==> config.mk <==
export PLATFORM = sky130hd
export DESIGN_NAME = event_record_framer_crc32_core
export DESIGN_NICKNAME = d
export VERILOG_FILES = /design/src/sv/erfc_pkg.sv /design/src/sv/erfc_crc_byte.sv /design/src/sv/event_record_framer_crc32_core.sv
export SDC_FILE = /design/constraint.sdc
export NUM_CORES = 1
export LEC_CHECK = 0
export BUFFER_PORTS_ARGS = -buffer_cell sky130_fd_sc_hd__buf_2
export CAP_MARGIN = 25
export CORE_ASPECT_RATIO = 1.4
export CORE_MARGIN = 2
export CORE_UTILIZATION = 43
export DETAILED_ROUTE_END_ITERATION = 12
export GPL_ROUTABILITY_DRIVEN = 0
export MAX_ROUTING_LAYER = met4
export PLACE_DENSITY = 0.68
export SLEW_MARGIN = 20
export SYNTH_ARGS = -nofsm -noshare
export SYNTH_HDL_FRONTEND = slang
export SYNTH_SLANG_ARGS = --single-unit
export TNS_END_PERCENT = 100
==> constraint.sdc <==
create_clock -name clk -period 12.9 [get_ports clk]
set_clock_uncertainty 0.2 [all_clocks]
set_input_delay 1.29 -clock clk [delete_from_list [all_inputs] [get_ports clk]]
set_output_delay 1.29 -clock clk [all_outputs]
set_load 0.05 [all_outputs]
==> src/sv/erfc_pkg.sv <==
`timescale 1ns / 1ps
package erfc_pkg;

  localparam int unsigned DATAGRAM_LIMIT_DEF = 550;
  localparam int unsigned MAX_PAYLOAD_DEF    = 534;

  localparam logic [31:0] CRC_POLY = 32'hEDB8_8320;
  localparam logic [31:0] ALL_ONES = 32'hFFFF_FFFF;

  // record overhead beyond the payload: length, number and CRC words
  localparam logic [16:0] REC_OVERHEAD = 17'd12;
  localparam logic [31:0] LEN_EXTRA    = 32'd4;
  localparam logic [15:0] FILL_MAX     = 16'hFFFF;

  typedef logic [4:0] slot_t;

  // byte slots of one item's output run
  localparam slot_t SLOT_HDR     = 5'd0;
  localparam slot_t SLOT_LEN     = 5'd4;
  localparam slot_t SLOT_NUM     = 5'd8;
  localparam slot_t SLOT_DATA    = 5'd12;
  localparam slot_t SLOT_CRC     = 5'd13;
  localparam slot_t SLOT_CRC_END = 5'd16;

endpackage

==> src/sv/erfc_crc_byte.sv <==
`timescale 1ns / 1ps
module erfc_crc_byte import erfc_pkg::*; (
  input  logic [31:0] crc_in,
  input  logic [7:0]  data,
  output logic [31:0] crc_out
);

  always_comb begin
    logic [31:0] c;
    c = crc_in ^ {24'd0, data};
    for (int k = 0; k < 8; k++) begin
      c = (c >> 1) ^ (c[0] ? CRC_POLY : 32'd0);
    end
    crc_out = c;
  end

endmodule

==> src/sv/event_record_framer_crc32_core.sv <==
`timescale 1ns / 1ps
// Path: an item is held in the item register; its result bytes leave through the
// single output byte register, one result byte per cycle unless out_ready stalls.
// An item produces 1 byte for a mid-event payload byte, up to 17 when it opens a
// datagram; a dropped byte gives none. A new item is taken as the current one ends.
// Reset (rst, synchronous): no datagram open, CRC all ones, game tag zero.
module event_record_framer_crc32_core import erfc_pkg::*; #(
  parameter int unsigned DATAGRAM_LIMIT = DATAGRAM_LIMIT_DEF,
  parameter int unsigned MAX_PAYLOAD    = MAX_PAYLOAD_DEF
) (
  input  logic        clk,
  input  logic        rst,
  input  logic        game_tag_we,
  input  logic [31:0] game_tag_wdata,
  input  logic        in_valid,
  output logic        in_ready,
  input  logic [7:0]  data_byte,
  input  logic        first_of_event,
  input  logic        last_of_event,
  input  logic [9:0]  payload_length,
  input  logic [31:0] event_number,
  input  logic        batch_end,
  output logic        out_valid,
  input  logic        out_ready,
  output logic [7:0]  out_byte,
  output logic        datagram_start,
  output logic        datagram_done,
  output logic        run_last
);

  logic [31:0] game_tag;

  // item register
  logic        item_valid;
  logic        item_fresh;
  slot_t       slot_q;
  logic [7:0]  data_q;
  logic        first_q;
  logic        last_q;
  logic [9:0]  plen_q;
  logic [31:0] number_q;
  logic        bend_q;

  // framing state
  logic [15:0] datagram_fill;
  logic        datagram_open;
  logic        event_active;
  logic [31:0] running_crc;

  logic        need_hdr;
  logic [16:0] fit_sum;
  slot_t       start_slot;
  slot_t       end_slot;
  slot_t       cur_slot;
  logic        drop;
  logic        out_adv;
  logic        emit;
  logic        item_done;
  logic        in_xfer;
  logic [31:0] len_word;
  logic [31:0] sel_word;
  logic [1:0]  lane;
  logic [7:0]  emit_byte;
  logic [31:0] crc_base;
  logic [31:0] crc_next;
  logic        crc_slot;

  assign fit_sum  = {1'b0, datagram_fill} + 17'(plen_q) + REC_OVERHEAD;
  assign need_hdr = !datagram_open || ({6'd0, plen_q} > 16'(MAX_PAYLOAD)) ||
                    (fit_sum > 17'(DATAGRAM_LIMIT));

  assign start_slot = !first_q ? SLOT_DATA : (need_hdr ? SLOT_HDR : SLOT_LEN);
  assign end_slot   = (last_q || bend_q) ? SLOT_CRC_END : SLOT_DATA;
  assign cur_slot   = item_fresh ? start_slot : slot_q;
  assign drop       = item_fresh && !first_q && !event_active;

  assign out_adv   = !out_valid || out_ready;
  assign emit      = item_valid && !drop && out_adv;
  assign item_done = item_valid && (drop || (out_adv && (cur_slot == end_slot)));
  assign in_ready  = !item_valid || item_done;
  assign in_xfer   = in_valid && in_ready;

  assign len_word = 32'(plen_q) + LEN_EXTRA;

  always_comb begin
    sel_word = game_tag;
    lane     = cur_slot[1:0];
    if (cur_slot >= SLOT_CRC) begin
      sel_word = running_crc ^ ALL_ONES;
      lane     = 2'(cur_slot - SLOT_CRC);
    end else if (cur_slot >= SLOT_NUM) begin
      sel_word = number_q;
    end else if (cur_slot >= SLOT_LEN) begin
      sel_word = len_word;
    end
    // big-endian: lane 0 is the top byte
    emit_byte = (cur_slot == SLOT_DATA) ? data_q : sel_word[{~lane, 3'b000} +: 8];
  end

  assign crc_slot = (cur_slot >= SLOT_LEN) && (cur_slot <= SLOT_DATA);
  assign crc_base = (cur_slot == SLOT_LEN) ? ALL_ONES : running_crc;

  erfc_crc_byte u_crc (
    .crc_in  (crc_base),
    .data    (emit_byte),
    .crc_out (crc_next)
  );

  always_ff @(posedge clk) begin
    if (rst) begin
      game_tag <= '0;
    end else if (game_tag_we) begin
      game_tag <= game_tag_wdata;
    end
  end

  always_ff @(posedge clk) begin
    if (rst) begin
      item_valid <= 1'b0;
      item_fresh <= 1'b0;
      slot_q     <= SLOT_HDR;
    end else if (in_xfer) begin
      item_valid <= 1'b1;
      item_fresh <= 1'b1;
    end else if (item_done) begin
      item_valid <= 1'b0;
      item_fresh <= 1'b0;
    end else if (emit) begin
      item_fresh <= 1'b0;
      slot_q     <= cur_slot + 5'd1;
    end
  end

  always_ff @(posedge clk) begin
    if (in_xfer) begin
      data_q   <= data_byte;
      first_q  <= first_of_event;
      last_q   <= last_of_event;
      plen_q   <= payload_length;
      number_q <= event_number;
      bend_q   <= batch_end;
    end
  end

  always_ff @(posedge clk) begin
    if (rst) begin
      datagram_fill <= '0;
      datagram_open <= 1'b0;
      event_active  <= 1'b0;
      running_crc   <= ALL_ONES;
    end else if (emit) begin
      if (cur_slot == SLOT_HDR) begin
        datagram_fill <= 16'd1;
        datagram_open <= 1'b1;
      end else if (datagram_fill != FILL_MAX) begin
        datagram_fill <= datagram_fill + 16'd1;
      end
      if (item_fresh && first_q) begin
        event_active <= 1'b1;
      end
      if (crc_slot) begin
        running_crc <= crc_next;
      end
      if (cur_slot == end_slot) begin
        if (last_q || bend_q) begin
          event_active <= 1'b0;
          running_crc  <= ALL_ONES;
        end
        // batch end closes the datagram
        if (bend_q) begin
          datagram_fill <= '0;
          datagram_open <= 1'b0;
        end
      end
    end
  end

  always_ff @(posedge clk) begin
    if (rst) begin
      out_valid <= 1'b0;
    end else if (emit) begin
      out_valid <= 1'b1;
    end else if (out_ready) begin
      out_valid <= 1'b0;
    end
  end

  always_ff @(posedge clk) begin
    if (emit) begin
      out_byte       <= emit_byte;
      datagram_start <= (cur_slot == SLOT_HDR);
      datagram_done  <= bend_q && (cur_slot == end_slot);
      run_last       <= (cur_slot == end_slot);
    end
  end

  a_hdr_fill: assert property (@(posedge clk) disable iff (rst)
    (emit && cur_slot == SLOT_HDR) |=> (datagram_fill == 16'd1 && datagram_open))
    else $error("header byte did not restart datagram fill");

  a_mid_item_active: assert property (@(posedge clk) disable iff (rst)
    (item_valid && !item_fresh) |-> event_active)
    else $error("item in progress without an active event");

  a_done_last: assert property (@(posedge clk) disable iff (rst)
    (emit && bend_q && cur_slot == end_slot) |=> (!datagram_open && datagram_fill == 16'd0))
    else $error("batch end left datagram open");

endmodule
==> results of run 1 <==
[synth_stat cells (3+ instances only)]
| cell type | count |
|---|---|
| sky130_fd_sc_hd__or3_1 | 10 |
| sky130_fd_sc_hd__nor2_1 | 136 |
| sky130_fd_sc_hd__o21bai_1 | 3 |
| sky130_fd_sc_hd__nand4_1 | 7 |
| sky130_fd_sc_hd__xor2_1 | 18 |
| sky130_fd_sc_hd__clkbuf_1 | 38 |
| sky130_fd_sc_hd__xnor2_2 | 9 |
| sky130_fd_sc_hd__xor2_2 | 3 |
| sky130_fd_sc_hd__mux2i_1 | 37 |
| sky130_fd_sc_hd__or2_2 | 4 |
| sky130_fd_sc_hd__xnor2_1 | 50 |
| sky130_fd_sc_hd__inv_1 | 24 |
| sky130_fd_sc_hd__o22ai_1 | 10 |
| sky130_fd_sc_hd__a21oi_1 | 73 |
| sky130_fd_sc_hd__nor2b_1 | 4 |
| sky130_fd_sc_hd__and2_1 | 8 |
| sky130_fd_sc_hd__buf_1 | 7 |
| sky130_fd_sc_hd__and3_1 | 13 |
| sky130_fd_sc_hd__a31oi_1 | 6 |
| sky130_fd_sc_hd__inv_2 | 3 |
| sky130_fd_sc_hd__o2111ai_1 | 3 |
| sky130_fd_sc_hd__o221ai_1 | 3 |
| sky130_fd_sc_hd__o2111a_1 | 3 |
| sky130_fd_sc_hd__o21ai_1 | 5 |
| sky130_fd_sc_hd__ha_1 | 26 |
| sky130_fd_sc_hd__nand3_1 | 22 |
| sky130_fd_sc_hd__nand2_1 | 67 |
| sky130_fd_sc_hd__nand2b_1 | 13 |
| sky130_fd_sc_hd__a221oi_1 | 6 |
| sky130_fd_sc_hd__a21o_1 | 11 |
| sky130_fd_sc_hd__dfxtp_1 | 90 |
| sky130_fd_sc_hd__edfxtp_1 | 64 |
| sky130_fd_sc_hd__o31ai_1 | 6 |
| sky130_fd_sc_hd__o21a_1 | 3 |
| sky130_fd_sc_hd__o211ai_1 | 15 |
| sky130_fd_sc_hd__xnor3_1 | 5 |
| sky130_fd_sc_hd__buf_2 | 8 |
| sky130_fd_sc_hd__o21ai_0 | 22 |
| sky130_fd_sc_hd__nor3_1 | 23 |
| sky130_fd_sc_hd__nor4_1 | 3 |
| sky130_fd_sc_hd__a211oi_1 | 20 |
[kinds of logic (layout without fill, tap and decap cells)]
| logic type | Yosys count | count (layout) | synth area share, % |
|---|---|---|---|
| flip-flops | 154 | 154 | 41.88 |
| buffers and inverters | 83 | 175 | 3.701 |
| AO/OA/AOI/OAI | 229 | 229 | 18.34 |
| multiplexers | 40 | 40 | 4.630 |
| XOR/XNOR | 88 | 88 | 10.96 |
| adder cells (fa/ha/maj) | 27 | 27 | 3.884 |
| AND/OR/NAND/NOR | 322 | 322 | 16.61 |
[worst max-delay path, cell delays in order, from the launching register on]
cell and delay (ns):
sky130_fd_sc_hd__edfxtp_1 0.42, sky130_fd_sc_hd__ha_1 0.31, sky130_fd_sc_hd__ha_1 0.23, sky130_fd_sc_hd__inv_1 0.07, sky130_fd_sc_hd__fa_1 0.43, sky130_fd_sc_hd__nor2b_4 0.16, sky130_fd_sc_hd__o2111ai_1 0.15, sky130_fd_sc_hd__and3_1 0.22
sky130_fd_sc_hd__a311oi_1 0.28, sky130_fd_sc_hd__o211ai_2 0.20, sky130_fd_sc_hd__a2111oi_4 0.71, sky130_fd_sc_hd__o21ai_2 0.19, sky130_fd_sc_hd__mux2i_1 0.18, sky130_fd_sc_hd__a21oi_2 0.40, sky130_fd_sc_hd__xnor3_1 0.61, sky130_fd_sc_hd__xnor3_1 0.43
sky130_fd_sc_hd__xnor2_1 0.17, sky130_fd_sc_hd__o211ai_1 0.09
[where the power goes]
part / switching (µW) / leakage, µW / total, µW / internal [µW]
registers: 25.8 / 0.00135 / 567 / 541
logic: 236 / 0.00248 / 428 / 191
clock network: 223 / 0.000296 / 515 / 293
total: 485 / 0.00412 / 1510 / 1030
[registers in the layout (all words and copies together) (netlist names)]
signal,count
first_q,1
datagram_fill,16
event_active,1
data_q,8
out_byte,8
item_valid,1
number_q,32
running_crc,32
last_q,1
game_tag,32
out_valid,1
bend_q,1
plen_q,10
run_last,1
slot_q,5
item_fresh,1
datagram_done,1
datagram_start,1
datagram_open,1
[per-layer routing]
| metal | global-route usage, % | up-vias |
|---|---|---|
| li1 | - | 3562 |
| met1 | 28.62 | 3609 |
| met2 | 42.70 | 299 |
| met3 | 3.693 | 80 |
| met4 | 12.64 | 0 |
| met5 | - | - |
[cell type report]
cell class	instances	area, µm²
clock buffers	17	425.4
clock inverters	15	178.9
fillers	1905	10200
inverters	28	105.1
multi-input cells	706	4840
flip-flops and latches	154	3724
well taps	256	320.3
repair buffers	115	608.1
[metrics by stage]
stage          area [µm²]  power (µW)  utilization (%)  instances
6_report            10200        1510            50.00       1291
5_1_grt             10200        1566            50.00       1291
4_1_cts             10200        1513            50.00       1291
3_5_place_dp         9597       998.8            47.04       1259
3_3_place_gp         9597       997.5            47.04       1259
2_1_floorplan        8891       898.2                -        943
[worst min path at each step]
stage	startpoint	end	slack (ns)	cells past startpoint
floorplan	game_tag[16]	game_tag[16]	0.25	2
global placement	game_tag[29]	game_tag[29]	0.27	2
detailed placement	game_tag[15]	game_tag[15]	0.28	2
CTS	item_valid	out_valid	0.30	2
global route	event_active	event_active	0.32	2
finish	game_tag[23]	game_tag[23]	0.30	2
==> run metrics, run 1 <==
Final Max Slew Viols 0; Top-Level Pins 103; post-synth net total 1060; detailed-routing wirelength on met1 10.25 mm; Met3 Wirelength 1.491 mm; PostCTS Resize Cnt 0; count of inserted antenna diode cells 0; vias per cell 5.848; end of the worst register-to-register path running_crc[19]; Syn Std Cell Area 8891 µm²; Slew @ Worst Pin 1.064 ns; prevailing post-synth register cell sky130_fd_sc_hd__dfxtp_1; number of standard cells after synthesis 943; remaining global-route overflow 0; data arrival at the endpoint of the critical path 5.71 ns; first-pass detailed-route iteration total 5; final layout net count 1139; dominant cell type by area after synthesis sky130_fd_sc_hd__edfxtp_1; startpoint-to-endpoint class of the critical path reg2reg; Setup crit end kind flip-flop; worst setup timing slack at the placement stage 7.349 ns; synthesis-to-layout area growth 14.73%; max_slew headroom 29.03%; highest clock rate 177.5 MHz; share of the yosys chip area belonging to registers 41.88%; Crit path required time 12.98 ns; reg-to-reg setup timing slack 7.27 ns; total negative slack 0 ns; outcome completed; hold-fix buffers at CTS 0; Die Y-Extent 174.1 µm; post-synthesis area per instance 9.428 µm²; floorplan die area 21860 µm²; end point of the critical path running_crc[19]; highest routed layer met4; tightest hold margin 0.2964 ns; Routed wire per std cell 20.64 µm; FF+latch count, synth 154; starting utilization of the core area 43.58%; hpwl dp 19.88 mm; clock transition time at the flip-flop clock pins of the worst setup and hold paths 0.07 ns; startpoint of the worst register-to-register path plen_q[1]; clock root buffer master sky130_fd_sc_hd__clkbuf_16; # DRC 0; final count of negative-setup-slack endpoints 0; via count of the first global-routing pass 7285; count of clock tree sinks 154; Post-synth ARST share 0%; fraction of final layout cells with drive strength greater than 1 18.45%; Hold Path Class reg2reg; number of antenna violations at the first check in global routing 0; level count of the clock H-tree 4; # Max-Cap Violations 0; overall fraction of global-route tracks in use 25.07%; number of hold violations in the final report 0; number of synthesis warnings 0; CTS tree done; detailed route wirelength on metal2 13.72 mm; Rows 62; pin count of the biggest net entering global routing 65; start point of the critical path plen_q[1]; leading cell type in the layout, fill and taps excluded sky130_fd_sc_hd__nor2_1; die extent in x 125.5 µm; CP startpoint kind flip-flop; Post-synth EDFFs 64; routed wire length 26.64 mm; power density over the cells 148.0 nW/µm²; top post-synthesis cells by area sky130_fd_sc_hd__edfxtp_1 22%, sky130_fd_sc_hd__dfxtp_1 20%, sky130_fd_sc_hd__nor2_1 5.7%; insertion delay of the later-clocked pin in the worst-skew pair 0.44 ns; unrepaired setup endpoints after global routing false; final critical path time including I/O delays and setup 5.632 ns; highest-count cells in the layout ignoring fill and taps 136 x sky130_fd_sc_hd__nor2_1, 102 x sky130_fd_sc_hd__buf_2, 90 x sky130_fd_sc_hd__dfxtp_1; reported leakage power 0.004123 µW; post-layout worst setup margin 7.268 ns; maximum vdd ir drop 0.0001115 V; count of buffers inserted at the top-level ports 102; Post-CTS Repair Setup Buffers 0; share of the clock period used by the worst path 43.66%; Synth cell types 88; Bufs on Longest Clock Path 2; antenna-violating nets left 0; worst-path fanout max 11; number of vias in the routed layout 7550; CTS buffer count 17; core footprint 20400 µm²; Initial DRC Count 598; Worst Reg2Reg Path Length in Cells 17; fraction of post-synthesis cell area in the top cell type by area 21.62%; global-route wire length before repair 40.77 mm
No activity file was read; power rests on OpenSTA's default activity.
==> run 2, diff against run 1 <==
- PLACE_DENSITY: 0.68 -> 0.7
- clock period: 12.9 -> 4.65 ns (I/O delays scaled with it)
==> run metrics, run 2 (synthesized netlist as in run 1, its figures left out) <==
Final Max Slew Viols 0 (unchanged); count of non-filler cells in the finished layout 1420 (+10%); Slew @ Worst Pin 1.101 ns (+0.03615 ns); floorplan die area 21860 µm² (unchanged); starting utilization of the core area 43.58% (unchanged); Rows 62 (unchanged); combinational cell fraction of total power 37.1% (+8.8 points); overall fraction of global-route tracks in use 27.18% (+2.1 points); final non-filler cell area 11780 µm² (+15%); final layout net count 1268 (+11%); clock transition time at the flip-flop clock pins of the worst setup and hold paths 0.06 ns (about the same); reported leakage power 0.004860 µW (+18%); maximum vdd ir drop 0.0002905 V (+160%); number of hold violations in the final report 0 (unchanged); final count of negative-setup-slack endpoints 22 (+22); Bufs on Longest Clock Path 2 (unchanged); switching power 1520 µW (+210%); post-layout worst setup margin -0.2132 ns (-7.481 ns); die extent in x 125.5 µm (unchanged); Final Core Density 57.73% (+7.7 points); worst setup timing slack at the placement stage -0.1578 ns (-7.507 ns); violated checks negative setup slack; register cell area after layout 3724 µm² (unchanged); power density over the cells 400.2 nW/µm² (+170%); vias per cell 5.938 (+1.5%); insertion delay of the later-clocked pin in the worst-skew pair 0.44 ns (about the same); Routed wire per std cell 21.03 µm (+1.9%); core footprint 20400 µm² (unchanged); Setup crit end kind flip-flop; max_slew headroom 26.62% (-2.4 points); highest-count cells in the layout ignoring fill and taps 135 x sky130_fd_sc_hd__nor2_1, 102 x sky130_fd_sc_hd__buf_2, 90 x sky130_fd_sc_hd__dfxtp_1; Die Y-Extent 174.1 µm (unchanged); number of vias in the routed layout 8432 (+12%); internal power contribution 3195 µW (+210%); global-route wire length before repair 44.75 mm (+9.8%); antenna-violating nets left 0 (unchanged); via count of the first global-routing pass 8171 (+12%); synthesis-to-layout area growth 32.48%; CTS tree done; level count of the clock H-tree 4 (unchanged); clock root buffer master sky130_fd_sc_hd__clkbuf_16; Placement Cell Area 10190 µm² (+6.2%); unrepaired setup endpoints after global routing true; first-pass detailed-route iteration total 6 (+1); data arrival at the endpoint of the critical path 4.98 ns (-0.73 ns); sequential share of power 33.2% (-4.4 points); outcome finished, violations left; number of filler instances in the final layout 1666 (-13%); routed wire length 29.86 mm (+12%); CP startpoint kind flip-flop; fraction of final layout cells with drive strength greater than 1 29.04% (+11 points); count of inserted antenna diode cells 0 (unchanged); final critical path time including I/O delays and setup 4.863 ns (-0.7692 ns); leading cell type in the layout, fill and taps excluded sky130_fd_sc_hd__nor2_1; share of the clock period used by the worst path 104.6% (+61 points); remaining global-route overflow 0 (unchanged); registers with the most flip-flops game_tag x32, number_q x32, running_crc x32; Initial DRC Count 805 (+35%); count of clock tree sinks 154 (unchanged); worst-path fanout max 5 (-6); number of antenna violations at the first check in global routing 0 (unchanged); instance count after placement with tap cells included 1332 (+5.8%); count of buffers inserted at the top-level ports 102 (unchanged); CTS buffer count 17 (unchanged); # Max-Cap Violations 0 (unchanged); hpwl dp 21.26 mm (+6.9%); startpoint-to-endpoint class of the critical path reg2reg; Hold Path Class in2reg; Top-Level Pins 103 (unchanged); fraction of power spent switching nets 32.24% (+0.13 points); multi-input combinational cell area 5299 µm² (+9.5%); clock share of power 29.7% (-4.4 points); highest clock rate 205.6 MHz (+16%); # DRC 0 (unchanged); tightest hold margin 0.01450 ns (-0.2819 ns); Crit path required time 4.77 ns (-8.21 ns); pin count of the biggest net entering global routing 55 (-15%)
run 2: cell types whose count changed in the layout (fill, tap and decap cells not counted), sizes merged:
cell / before / now
buf: 115 / 205
clkinv: 4 / 6
clkbuf: 17 / 20
inv: 36 / 31
clkinvlp: 1 / 2
dlygate4sd3: 0 / 38
run 2: critical path, cell delays in order (launching register included):
cell                        delay, ns
sky130_fd_sc_hd__edfxtp_1        0.43
sky130_fd_sc_hd__ha_4            0.30
sky130_fd_sc_hd__ha_4            0.13
sky130_fd_sc_hd__inv_2           0.03
sky130_fd_sc_hd__fa_2            0.36
sky130_fd_sc_hd__nor2b_4         0.16
sky130_fd_sc_hd__o2111ai_2       0.14
sky130_fd_sc_hd__and3_1          0.23
sky130_fd_sc_hd__a311oi_2        0.24
sky130_fd_sc_hd__o211ai_2        0.21
sky130_fd_sc_hd__a2111oi_4       0.39
sky130_fd_sc_hd__buf_6           0.20
sky130_fd_sc_hd__o21ai_4         0.08
sky130_fd_sc_hd__a311o_1         0.35
sky130_fd_sc_hd__xor2_2          0.28
sky130_fd_sc_hd__xnor3_2         0.37
sky130_fd_sc_hd__xnor3_1         0.31
sky130_fd_sc_hd__xor2_1          0.22
sky130_fd_sc_hd__a21oi_1         0.09
run 2: final cells by class:
class	count	area share, %
clock buffer	19	3.760
clock inverter	13	1.211
inverter	28	0.8923
multi-input combinational	706	44.99
sequential	154	31.61
tap	256	2.719
timing repair buffer	244	14.82
run 2: power by group through the flow:
stage               Sequential (µW)  Clock [µW]  Combinational, µW
floorplan                      1600           0                890
global placement               1590           0               1360
detailed placement             1590           0               1380
CTS                            1560        1410               1460
global route                   1570        1460               1840
finish                         1570        1400               1750
run 2: layer usage:
layer  global-route usage, %  vias to the layer above  share of wire (%)
li1                        -                     3810                  -
met5                       -                        -                  0
met2                   47.43                      421                 51
met1                   29.82                     4073                 36
met3                   3.663                      128                5.9
met4                   14.68                        0                6.2
run 2: final timing paths:
kind | start | endpoint | slack [ns] | cells past startpoint
hold / removal | first_of_event | first_q | 0.01 | 1
hold reg to reg | game_tag[17] | game_tag[17] | 0.30 | 2
setup / recovery | plen_q[1] | running_crc[25] | -0.21 | 18
setup reg to reg | plen_q[1] | running_crc[25] | -0.21 | 18
run 2: repair_timing:
| action | in CTS | in global routing |
|---|---|---|
| gates cloned | 1 | 0 |
| hold endpoints to repair | 38 | 0 |
| endpoints found under the setup margin | 21 | 38 |
| hold buffers | 38 | 0 |
| pin swaps | 13 | 25 |
| setup buffers | 6 | 14 |
| resized for setup | 22 | 64 |
run 2: stage by stage:
| stage | setup TNS [ns] | total power (µW) |
|---|---|---|
| after CTS | -0.2672 | 4438 |
| after global placement | -0.07382 | 2949 |
| final | -1.931 | 4714 |
| after global routing | -5.539 | 4871 |
| after detailed placement | -1.530 | 2972 |
| after floorplan | -0.01160 | 2489 |
==> run 3, diff against run 2 <==
- CORE_ASPECT_RATIO: 1.4 -> default
==> run metrics, run 3 (synthesized netlist as in run 1, its figures left out) <==
final count of negative-setup-slack endpoints 22 (unchanged); fraction of final layout cells with drive strength greater than 1 28.42% (-0.61 points); Rows 52 (-16%); hpwl dp 19.54 mm (-8.1%); Final Core Density 57.70% (about the same); post-route total power 4675 µW (-0.83%); cell-by-cell trace of the critical path ha_1 -> ha_2 -> inv_2 -> fa_2 -> buf_4 -> xor2_1 -> o221ai_1 -> a311oi_2 -> o211ai_2 -> a2111oi_4 -> buf_6 -> buf_4 -> buf_6 -> o31ai_1 -> a32oi_2 -> buf_4 -> xnor2_1 -> buf_4 -> xnor2_2 -> xnor2_2 -> xnor2_1 -> a21oi_1; sequential share of power 33.5% (+0.3 points); worst setup timing slack at the placement stage -0.1683 ns (-0.01051 ns); reg-to-reg setup timing slack -0.14 ns (+0.08 ns); first-pass detailed-route iteration total 8 (+2); count of clock tree sinks 154 (unchanged); startpoint-to-endpoint class of the critical path reg2reg; starting utilization of the core area 43.94% (+0.36 points); violated checks negative setup slack; CP startpoint kind flip-flop; pin count of the biggest net entering global routing 64 (+16%); Crit path largest cell delay 0.39 ns (-0.04 ns); CTS buffer count 17 (unchanged); vias per cell 5.767 (-2.9%); highest-count cells in the layout ignoring fill and taps 134 x sky130_fd_sc_hd__nor2_1, 102 x sky130_fd_sc_hd__buf_2, 95 x sky130_fd_sc_hd__buf_4; reported leakage power 0.004851 µW (-0.18%); fraction of power spent switching nets 33.16% (+0.92 points); Hold Path Class in2reg; switching power 1550 µW (+2.0%); Initial DRC Count 998 (+24%); number of hold violations in the final report 0 (unchanged); via count of the first global-routing pass 7688 (-5.9%); registers with the most flip-flops game_tag x32, number_q x32, running_crc x32; post-layout worst setup margin -0.1368 ns (+0.07638 ns); Top-Level Pins 103 (unchanged); core footprint 20230 µm² (-0.82%); maximum vdd ir drop 0.0002804 V (-3.5%); total negative slack -1.480 ns (+0.4516 ns); data arrival at the endpoint of the critical path 4.91 ns (-0.07 ns); # Max-Cap Violations 0 (unchanged); combinational cell fraction of total power 36.3% (-0.8 points); insertion delay of the later-clocked pin in the worst-skew pair 0.43 ns (about the same); final critical path time including I/O delays and setup 4.787 ns (-0.07638 ns); max_slew headroom 36.49% (+9.9 points); Die Y-Extent 147.8 µm (-15%); antenna-violating nets left 0 (unchanged); worst-path fanout max 8 (+3); # DRC 0 (unchanged); final layout net count 1265 (-0.24%); Critical Path Most Common Cell sky130_fd_sc_hd__buf_4; number of antenna violations at the first check in global routing 0 (unchanged); overall fraction of global-route tracks in use 25.43% (-1.7 points); remaining global-route overflow 0 (unchanged); Bufs on Longest Clock Path 2 (unchanged); Slew @ Worst Pin 0.9527 ns (-0.1479 ns); clock transition time at the flip-flop clock pins of the worst setup and hold paths 0.08 ns (+0.02 ns); leading cell type in the layout, fill and taps excluded sky130_fd_sc_hd__nor2_1; routed wire length 27.73 mm (-7.1%); slowest stage cell, crit path sky130_fd_sc_hd__edfxtp_1; power density over the cells 400.4 nW/µm² (about the same); Final Max Slew Viols 0 (unchanged); CTS tree done; highest clock rate 208.9 MHz (+1.6%); outcome finished, violations left; clock root buffer master sky130_fd_sc_hd__clkbuf_16; count of non-filler cells in the finished layout 1431 (+0.77%); Routed wire per std cell 19.38 µm (-7.8%); level count of the clock H-tree 4 (unchanged); share of the clock period used by the worst path 102.9% (-1.6 points); Setup crit end kind flip-flop; Crit path required time 4.77 ns (about the same); count of buffers inserted at the top-level ports 102 (unchanged); instance count after placement with tap cells included 1349 (+1.3%); global-route wire length before repair 41.75 mm (-6.7%); Crit path buffers/inverters 7 (+5); cell family with most CP delay compound AO/OA/AOI/OAI gates; internal power contribution 3125 µW (-2.2%); synthesis-to-layout area growth 31.31%; clock share of power 30.1% (+0.4 points); count of inserted antenna diode cells 0 (unchanged); unrepaired setup endpoints after global routing true; floorplan die area 21840 µm² (about the same); die extent in x 147.8 µm (+18%); number of vias in the routed layout 8252 (-2.1%)
## run 3: power groups by stage
stage	Combinational [µW]	Sequential (µW)	Clock [µW]
global placement	1300	1590	0
CTS	1380	1560	1420
finish	1700	1570	1410
global route	1790	1570	1480
floorplan	890	1600	0
detailed placement	1310	1590	0
## run 3: timing repair
action | CTS | global route
endpoints found under the hold margin | 25 | 3
gates cloned | 0 | 0
resized for setup | 9 | 55
endpoints found under the setup margin | 18 | 28
buffers inserted | 6 | 17
pin swaps | 5 | 41
hold buffers | 25 | 3
## run 3: area by class of cell
cell class | instances | area, µm²
repair buffers | 241 | 1710
clock buffers | 18 | 450.4
multi-input cells | 706 | 5197
well taps | 270 | 337.8
flip-flops and latches | 154 | 3724
clock inverters | 14 | 150.1
inverters | 28 | 105.1
fillers | 1643 | 8559
## run 3: path summary, 6_finish.rpt
kind | cells past startpoint | end | from
min | 1 | first_q | first_of_event
min reg2reg | 2 | out_valid | item_valid
max reg2reg | 22 | running_crc[23] | plen_q[1]
max | 22 | running_crc[23] | plen_q[1]
## run 3: stage by stage
| step | instance area (µm²) | hold WS, ns |
|---|---|---|
| after floorplan | 8912 | 0.2516 |
| after global placement | 10220 | 0.2736 |
| after detailed placement | 10230 | 0.2806 |
| after CTS | 11170 | 0.0005108 |
| after global routing | 11670 | -0.001023 |
| final | 11670 | 0.006745 |
## run 3: metal layers
layer | up-vias | routed length [µm] | GRT usage [%]
li1 | 3814 | - | -
met4 | 0 | 867 | 10.67
met2 | 478 | 12380 | 36.49
met3 | 69 | 2662 | 5.463
met1 | 3891 | 11820 | 34.84
met5 | - | 0 | -
